$ cat src/hdl/mtt_pkg.sv
package mtt_pkg;

	typedef enum logic [1:0] {
		KIND_CREATE  = 2'd0,
		KIND_DESTROY = 2'd1,
		KIND_TICK    = 2'd2,
		KIND_RSVD    = 2'd3
	} kind_t;

	localparam logic [1:0] STAT_OK        = 2'd0;
	localparam logic [1:0] STAT_FULL      = 2'd1;
	localparam logic [1:0] STAT_NOT_FOUND = 2'd2;
	localparam logic [1:0] STAT_BAD_SRC   = 2'd3;

	localparam logic [1:0] REG_SRC_VALID  = 2'd0;
	localparam logic [1:0] REG_ACTIVE_SRC = 2'd1;
	localparam logic [1:0] REG_TICK_NS    = 2'd2;

	localparam int TICK_W      = 30;
	localparam int DEC_W       = 11;
	localparam int PROD_W      = 63;
	localparam int RECIP_SHIFT = 51;

	localparam logic [TICK_W-1:0] TICK_RESET = 30'd1000000;
	localparam logic [TICK_W:0]   TICK_ROUND = 31'd999999;
	// ceil(2^51 / 1e6), exact floor division for 31-bit dividends
	localparam logic [31:0]       RECIP      = 32'd2251799814;
	localparam logic [DEC_W-1:0]  DEC_RESET  = 11'd1;

	typedef enum logic [1:0] {
		S_IDLE,
		S_FIND,
		S_WALK,
		S_FIN
	} state_t;

	typedef struct packed {
		logic               periodic;
		logic [31:0]        period;
		logic signed [33:0] rem;
	} entry_t;

	typedef struct packed {
		logic all;
		logic rem;
	} wr_en_t;

endpackage

$ cat src/hdl/multi_timer_table.sv
// multi_timer_table: a table of NUM_TIMERS one-shot or periodic millisecond timers.
// input channel (in_valid/in_ready) takes one beat per command: create, destroy
// or a tick interrupt. output channel (out_valid/out_ready) returns result beats,
// the final beat of each command marked by last.
// create searches the slot valid bits one per cycle and takes the first free
// slot; its result is loaded into the output register from S_FIN.
// destroy and a rejected tick go straight from the beat to S_FIN, which loads
// their result into the output register.
// an accepted tick walks every slot of the timer memory through one shared
// subtract/compare unit, one slot per cycle on the memory's single read port
// while the output does not stall; the last beat is loaded from S_FIN once
// every slot has been walked.
// in_ready is high only while the sequencer is idle; the next command is taken
// while the last result still waits in the output register.
// each fired timer gives one beat; the walk pauses when a fired beat finds the
// output register still full.
// the tick decrement ceil(tick_ns/1e6) is kept in a register recomputed every
// cycle by a reciprocal multiply.
// reset (arst_n low) empties the table, drops any pending result and restores
// the configuration registers; timer memory contents need no clearing.
module multi_timer_table #(
	parameter int NUM_TIMERS = 16
) (
	input  logic        clk,
	input  logic        arst_n,
	input  logic        cfg_we,
	input  logic [1:0]  cfg_index,
	input  logic [29:0] cfg_data,
	input  logic        in_valid,
	output logic        in_ready,
	input  logic [1:0]  kind,
	input  logic        periodic,
	input  logic [31:0] timeout_ms,
	input  logic [3:0]  timer_id,
	input  logic [7:0]  source,
	output logic        out_valid,
	input  logic        out_ready,
	output logic [1:0]  status,
	output logic [3:0]  slot,
	output logic        fired,
	output logic        last
);
	import mtt_pkg::*;

	localparam int IW = $clog2(NUM_TIMERS);
	localparam logic [IW-1:0] LAST_IDX = IW'(NUM_TIMERS - 1);

	state_t state_q, state_d;

	logic              src_valid_q;
	logic [7:0]        active_src_q;
	logic [TICK_W-1:0] tick_q;
	logic [DEC_W-1:0]  dec_q;
	logic [TICK_W:0]   tick_sum;
	logic [PROD_W-1:0] dec_prod;

	logic [NUM_TIMERS-1:0] valid_q;
	logic [IW-1:0]         idx_q;
	logic                  cr_periodic_q;
	logic [31:0]           cr_timeout_q;
	logic [1:0]            fin_status_q;
	logic [3:0]            hold_slot_q;
	logic                  hold_fired_q;

	logic       out_valid_q;
	logic [1:0] status_q;
	logic [3:0] slot_q;
	logic       fired_q;
	logic       last_q;

	logic               accept;
	logic               out_free;
	logic               src_ok;
	logic               destroy_ok;
	logic [IW-1:0]      id_idx;
	logic [3:0]         idx_slot;
	logic signed [33:0] dec_ext;
	logic signed [33:0] rem_new;
	logic               fire_now;
	logic               stall;
	logic               walk_adv;
	logic               find_hit;
	logic               push;
	logic               fin_load;

	wr_en_t        wr_en;
	entry_t        wr_data;
	entry_t        rd_data;
	logic [IW-1:0] rd_addr;

	mtt_slot_mem #(
		.NUM_TIMERS(NUM_TIMERS)
	) u_mem (
		.clk    (clk),
		.wr_en  (wr_en),
		.wr_addr(idx_q),
		.wr_data(wr_data),
		.rd_addr(rd_addr),
		.rd_data(rd_data)
	);

	assign tick_sum = {1'b0, tick_q} + TICK_ROUND;
	assign dec_prod = PROD_W'(tick_sum) * PROD_W'(RECIP);

	assign accept     = in_valid && in_ready;
	assign out_free   = !out_valid_q || out_ready;
	assign src_ok     = src_valid_q && (source == active_src_q);
	assign id_idx     = IW'({{IW{1'b0}}, timer_id});
	assign destroy_ok = ({28'd0, timer_id} < 32'(NUM_TIMERS)) && valid_q[id_idx];
	assign idx_slot   = 4'({4'd0, idx_q});
	assign dec_ext    = $signed({23'd0, dec_q});
	assign rem_new    = rd_data.rem - dec_ext;

	assign fire_now = (state_q == S_WALK) && valid_q[idx_q] && (rem_new <= 34'sd0);
	assign stall    = fire_now && hold_fired_q && !out_free;
	assign walk_adv = (state_q == S_WALK) && !stall;
	assign find_hit = (state_q == S_FIND) && !valid_q[idx_q];
	assign push     = walk_adv && fire_now && hold_fired_q;
	assign fin_load = (state_q == S_FIN) && out_free;

	always_comb begin
		rd_addr = '0;
		if (state_q == S_WALK) begin
			rd_addr = walk_adv ? idx_q + IW'(1) : idx_q;
		end
	end

	always_comb begin
		wr_en.all        = find_hit;
		wr_en.rem        = find_hit || (walk_adv && valid_q[idx_q]);
		wr_data.periodic = cr_periodic_q;
		wr_data.period   = cr_timeout_q;
		if (find_hit) begin
			wr_data.rem = $signed({2'b00, cr_timeout_q});
		end else if (fire_now && rd_data.periodic) begin
			wr_data.rem = $signed({2'b00, rd_data.period});
		end else begin
			wr_data.rem = rem_new;
		end
	end

	always_ff @(posedge clk or negedge arst_n) begin
		if (!arst_n) begin
			state_q <= S_IDLE;
		end else begin
			state_q <= state_d;
		end
	end

	always_comb begin
		state_d  = state_q;
		in_ready = 1'b0;
		case (state_q)
			S_IDLE: begin
				in_ready = 1'b1;
				if (accept) begin
					case (kind)
						KIND_CREATE:  state_d = S_FIND;
						KIND_DESTROY: state_d = S_FIN;
						KIND_TICK:    state_d = src_ok ? S_WALK : S_FIN;
						default:      state_d = S_IDLE;
					endcase
				end
			end
			S_FIND: begin
				if (find_hit || idx_q == LAST_IDX) begin
					state_d = S_FIN;
				end
			end
			S_WALK: begin
				if (walk_adv && idx_q == LAST_IDX) begin
					state_d = S_FIN;
				end
			end
			S_FIN: begin
				if (out_free) begin
					state_d = S_IDLE;
				end
			end
			default: state_d = S_IDLE;
		endcase
	end

	always_ff @(posedge clk or negedge arst_n) begin
		if (!arst_n) begin
			src_valid_q  <= 1'b0;
			active_src_q <= '0;
			tick_q       <= TICK_RESET;
			dec_q        <= DEC_RESET;
			valid_q      <= '0;
			hold_fired_q <= 1'b0;
			out_valid_q  <= 1'b0;
		end else begin
			if (cfg_we) begin
				case (cfg_index)
					REG_SRC_VALID:  src_valid_q  <= cfg_data[0];
					REG_ACTIVE_SRC: active_src_q <= cfg_data[7:0];
					REG_TICK_NS:    tick_q       <= cfg_data;
					default:        ;
				endcase
			end
			dec_q <= dec_prod[RECIP_SHIFT +: DEC_W];

			if (accept && kind == KIND_DESTROY && destroy_ok) begin
				valid_q[id_idx] <= 1'b0;
			end
			if (find_hit) begin
				valid_q[idx_q] <= 1'b1;
			end
			if (walk_adv && fire_now && !rd_data.periodic) begin
				valid_q[idx_q] <= 1'b0;
			end

			if (accept) begin
				hold_fired_q <= 1'b0;
			end else if (walk_adv && fire_now) begin
				hold_fired_q <= 1'b1;
			end

			if (push || fin_load) begin
				out_valid_q <= 1'b1;
			end else if (out_ready) begin
				out_valid_q <= 1'b0;
			end
		end
	end

	always_ff @(posedge clk) begin
		if (accept) begin
			cr_periodic_q <= periodic;
			cr_timeout_q  <= timeout_ms;
			idx_q         <= '0;
			hold_slot_q   <= (kind == KIND_DESTROY) ? timer_id : 4'd0;
			case (kind)
				KIND_DESTROY: fin_status_q <= destroy_ok ? STAT_OK : STAT_NOT_FOUND;
				KIND_TICK:    fin_status_q <= src_ok ? STAT_OK : STAT_BAD_SRC;
				default:      fin_status_q <= STAT_OK;
			endcase
		end
		if (state_q == S_FIND) begin
			if (find_hit) begin
				hold_slot_q <= idx_slot;
			end else if (idx_q == LAST_IDX) begin
				fin_status_q <= STAT_FULL;
			end else begin
				idx_q <= idx_q + IW'(1);
			end
		end
		if (walk_adv) begin
			idx_q <= idx_q + IW'(1);
			if (fire_now) begin
				hold_slot_q <= idx_slot;
			end
		end
		if (push) begin
			status_q <= STAT_OK;
			slot_q   <= hold_slot_q;
			fired_q  <= 1'b1;
			last_q   <= 1'b0;
		end else if (fin_load) begin
			status_q <= fin_status_q;
			slot_q   <= hold_slot_q;
			fired_q  <= hold_fired_q;
			last_q   <= 1'b1;
		end
	end

	assign out_valid = out_valid_q;
	assign status    = status_q;
	assign slot      = slot_q;
	assign fired     = fired_q;
	assign last      = last_q;

endmodule

$ cat src/hdl/mtt_slot_mem.sv
module mtt_slot_mem #(
	parameter int NUM_TIMERS = 16
) (
	input  logic                          clk,
	input  mtt_pkg::wr_en_t               wr_en,
	input  logic [$clog2(NUM_TIMERS)-1:0] wr_addr,
	input  mtt_pkg::entry_t               wr_data,
	input  logic [$clog2(NUM_TIMERS)-1:0] rd_addr,
	output mtt_pkg::entry_t               rd_data
);
	import mtt_pkg::*;

	logic [32:0] cfg_mem [NUM_TIMERS];
	logic [33:0] rem_mem [NUM_TIMERS];
	logic [32:0] rd_cfg_q;
	logic [33:0] rd_rem_q;

	always_ff @(posedge clk) begin
		if (wr_en.all) begin
			cfg_mem[wr_addr] <= {wr_data.periodic, wr_data.period};
		end
		if (wr_en.rem) begin
			rem_mem[wr_addr] <= wr_data.rem;
		end
		rd_cfg_q <= cfg_mem[rd_addr];
		rd_rem_q <= rem_mem[rd_addr];
	end

	assign rd_data = {rd_cfg_q, rd_rem_q};

endmodule

$ cat config.mk
export PLATFORM = sky130hd
export DESIGN_NAME = multi_timer_table
export DESIGN_NICKNAME = d
export VERILOG_FILES = /design/src/hdl/mtt_pkg.sv /design/src/hdl/multi_timer_table.sv /design/src/hdl/mtt_slot_mem.sv
export SDC_FILE = /design/constraint.sdc
export NUM_CORES = 2
export LEC_CHECK = 0
export BUFFER_PORTS_ARGS = -buffer_cell sky130_fd_sc_hd__buf_2
export CAP_MARGIN = 15
export CORE_MARGIN = 4
export CORE_UTILIZATION = 51
export CTS_CLUSTER_DIAMETER = 150
export DETAILED_ROUTE_END_ITERATION = 7
export PLACE_DENSITY = 0.69
export SYNTH_ARGS = -nofsm -noshare
export SYNTH_HDL_FRONTEND = slang
export SYNTH_SLANG_ARGS = --single-unit
$ cat constraint.sdc
create_clock -name clk -period 9.4 [get_ports clk]
set_clock_uncertainty 0.1 [all_clocks]
set_input_delay 1.88 -clock clk [delete_from_list [all_inputs] [get_ports clk]]
set_output_delay 1.88 -clock clk [all_outputs]
set_load 0.01 [all_outputs]
==> flow_summary.json <==
{
  "outcome": "finished, violations left",
  "violations": "negative setup slack",
  "crit_path_start_kind": "register",
  "arrival_ns": 10.22,
  "synth_top_area_frac": 0.514,
  "clk_pin_slew_worst_paths_ns": 0.06,
  "cp_max_fo": 4,
  "synth_area_leaders": "edfxtp_1, fa_1, ha_1",
  "wl_met2_um": 79600,
  "setup_ws_ns": -0.300,
  "avgSynthCellArea_um2": 14.8,
  "die_area_mm2": 0.133,
  "nNetsFinal": 5564,
  "setup_viol": 4,
  "core_area_mm2": 0.126,
  "grt_overflow": 0,
  "dp_cells": 6255,
  "wl_met3_um": 11500,
  "syn2layout_area_growth_pct": 13.8,
  "finish.utilization": 0.586,
  "clock_latency_ns": 0.77,
  "grt.total_usage": 0.250,
  "cp.required_ns": 9.92,
  "n_antenna_cell": 0,
  "ant_nets": 0,
  "drt_iter0_drc": 3450,
  "tightest_slew_ns": 1.16,
  "synthFlopType": "edfxtp_1",
  "wl_met1_um": 69200,
  "grt_max_degree": 136,
  "grt_pass1_vias": 38500,
  "rows": 130,
  "crit_path_frequent_cell": "fa_2",
  "totalWireLength_um": 165000,
  "clockRootBuffer": "clkbuf_16",
  "clockBufferDepth": 3,
  "ios": 94,
  "clock_sinks": 1260,
  "critPathCaptureType": "register",
  "cts_tree": "done",
  "syn_area_mm2": 0.0648,
  "ys_seq_area_frac": 0.566,
  "relSlewSlack": 0.223,
  "yosysTopAreaCell": "edfxtp_1",
  "final_hold_viol_count": 0,
  "period_minus_slack_ns": 9.70,
  "fmax_mhz": 103,
  "critPathMaxStageDelay_ns": 0.56,
  "numPortBuffers": 93,
  "seqCellArea_mm2": 0.0367,
  "maxCapViolCount": 0,
  "hp-class": "reg2reg",
  "numCtsBuffers": 131,
  "drc": 0,
  "die_h_um": 364,
  "multi_input_area_mm2": 0.0261,
  "crit_type": "reg2reg",
  "yosysUniqueCellTypes": 88,
  "htree_num_levels": 4,
  "fill_cells": 9755,
  "cp_top_family": "adder cells",
  "slowest_stage": "fa_2",
  "die_x_um": 364,
  "synth_seq_cells": 1260,
  "wl_per_cell_um": 25.3,
  "vias": 37600,
  "synth_fp_nets": 5190,
  "grt_first_pass_wirelength_um": 245000,
  "worst-path-buf-inv": 4,
  "place_congestion": 0.912,
  "drv_slew": 0,
  "grt_setup_unrepaired": "true",
  "synth_edf_count": 1109,
  "syn_inst": 4390,
  "dp_hpwl_um": 105000,
  "antenna_found_initial": 0,
  "period_share": 1.03,
  "drive_gt1_frac": 0.202,
  "first_pass_iters": 6,
  "async_flop_share": 0.0556,
  "yosys_warnings": 0,
  "top_layer_used": "met4",
  "fin_cells": 6522,
  "vias_per_cell": 5.77,
  "start_util": 0.515
}
through the flow:
step / setup TNS [ns] / hold WS, ns / cell area (um^2) / setup WS [ns]
after floorplan: 0 / 0.308 / 64900 / 0.0132
after global placement: -1.97 / 0.326 / 68900 / -0.489
after detailed placement: -2.49 / 0.330 / 68900 / -0.584
after CTS: -0.590 / 0.338 / 73400 / -0.249
after global routing: -2.36 / 0.363 / 73700 / -0.562
final: -0.660 / 0.335 / 73700 / -0.300
cell type report:
type,count,share of cell area
Sequential cell,1260,0.497
Timing Repair Buffer,399,0.0387
Tap cell,1650,0.0280
Multi-Input combinational cell,2483,0.353
Clock buffer,183,0.0487
Clock inverter,58,0.00875
Inverter,489,0.0249
sequential cells by signal, summed over array words and instances, names as in the netlist, 4 cells and up:
signal / flops
u_mem.rd_rem_q: 34
idx_q: 4
tick_q: 30
slot: 4
cr_timeout_q: 32
active_src_q: 8
hold_slot_q: 4
dec_q: 11
u_mem.rd_cfg_q: 33
valid_q: 16
u_mem.cfg_mem: 528
u_mem.rem_mem: 544
path summary, 6_finish.rpt:
| kind | to | cells past startpoint | slack (ns) | start |
|---|---|---|---|---|
| setup / recovery | dec_q[9]$_DFF_PN0_ | 35 | -0.30 | tick_q[3]$_DFFE_PN0P_ |
| hold / removal | fired$_SDFFE_PP1P_ | 2 | 0.33 | fired$_SDFFE_PP1P_ |
| setup reg to reg | dec_q[9]$_DFF_PN0_ | 35 | -0.30 | tick_q[3]$_DFFE_PN0P_ |
| hold reg to reg | fired$_SDFFE_PP1P_ | 2 | 0.33 | fired$_SDFFE_PP1P_ |
| max in group asynchronous | dec_q[8]$_DFF_PN0_ | 2 | 7.22 | arst_n |
| min in group asynchronous | tick_q[21]$_DFFE_PN0P_ | 1 | 0.94 | arst_n |
Yosys cell counts, types with 6 or more instances:
library cell,count
edfxtp_1,1109
inv_1,487
ha_1,373
fa_1,343
mux2i_1,292
nor2_1,187
mux2_2,172
nand2_1,166
o22ai_1,134
nand3_1,110
a21oi_1,81
dfxtp_1,81
mux4_2,77
xnor2_1,71
a22oi_1,69
o21ai_0,63
buf_2,62
dfrtp_1,62
xor2_1,56
clkbuf_1,51
a21o_1,38
nor3_1,23
buf_4,22
buf_6,20
nor2b_1,16
a32oi_1,15
nand2b_1,15
and2_1,14
and3_1,12
or3_1,11
nand4_1,10
dfstp_2,8
nand3b_1,8
nor4_1,8
o211ai_1,8
a211oi_1,7
a31oi_1,7
nor3b_1,7
o21a_1,7
a221oi_1,6
or4_1,6
layer usage:
metal,up-vias,global-route usage
li1,16700,-
met4,0,0.0745
met1,19300,0.348
met2,1347,0.408
met3,265,0.0413
met5,-,0
repair_timing:
action | 4_1_cts | 5_1_grt
pin swaps | 29 | 34
setup buffers | 11 | 8
setup endpoints to repair | 9 | 10
resized for setup | 30 | 46
endpoints found under the hold margin | 0 | 0
hold buffers | 0 | 0
layout by cell type, fill, tap and decap left out, types with 9 or more instances in the layout:
cell and instances:
a21o_1 38, a21oi_1 71, a21oi_2 9, a22oi_1 69
a32oi_1 15, and2_1 13, buf_2 92, buf_4 296
clkbuf_1 41, clkbuf_16 132, clkbuf_8 10, clkinv_1 18
clkinv_2 14, dfrtp_1 62, dfxtp_1 81, edfxtp_1 1109
fa_1 332, fa_2 11, ha_1 364, inv_1 466
inv_2 23, mux2_2 172, mux2i_1 292, mux4_2 77
nand2_1 165, nand2b_1 15, nand3_1 108, nand4_1 10
nor2_1 168, nor2_4 17, nor2b_1 15, nor3_1 22
o21ai_0 58, o22ai_1 134, or3_1 10, xnor2_1 63
xor2_1 46
cell families (layout without fill, tap and decap cells):
family,after synthesis,after routing,share of synthesized area
fa+ha+maj,717,717,0.178
compound gates,474,474,0.0483
buf+inv,647,1129,0.0423
flops,1260,1260,0.566
simple gates,618,618,0.0450
xor+xnor,127,127,0.0172
mux,547,547,0.103
tightest hold or removal path, cell delays in order, from the launching register on:
cell,delay (ns)
dfxtp_1,0.30
nand2_1,0.05
nand2_1,0.04
Power is not shown: default switching activity piles up to over one toggle a cycle in this logic, so the estimate is an artifact.
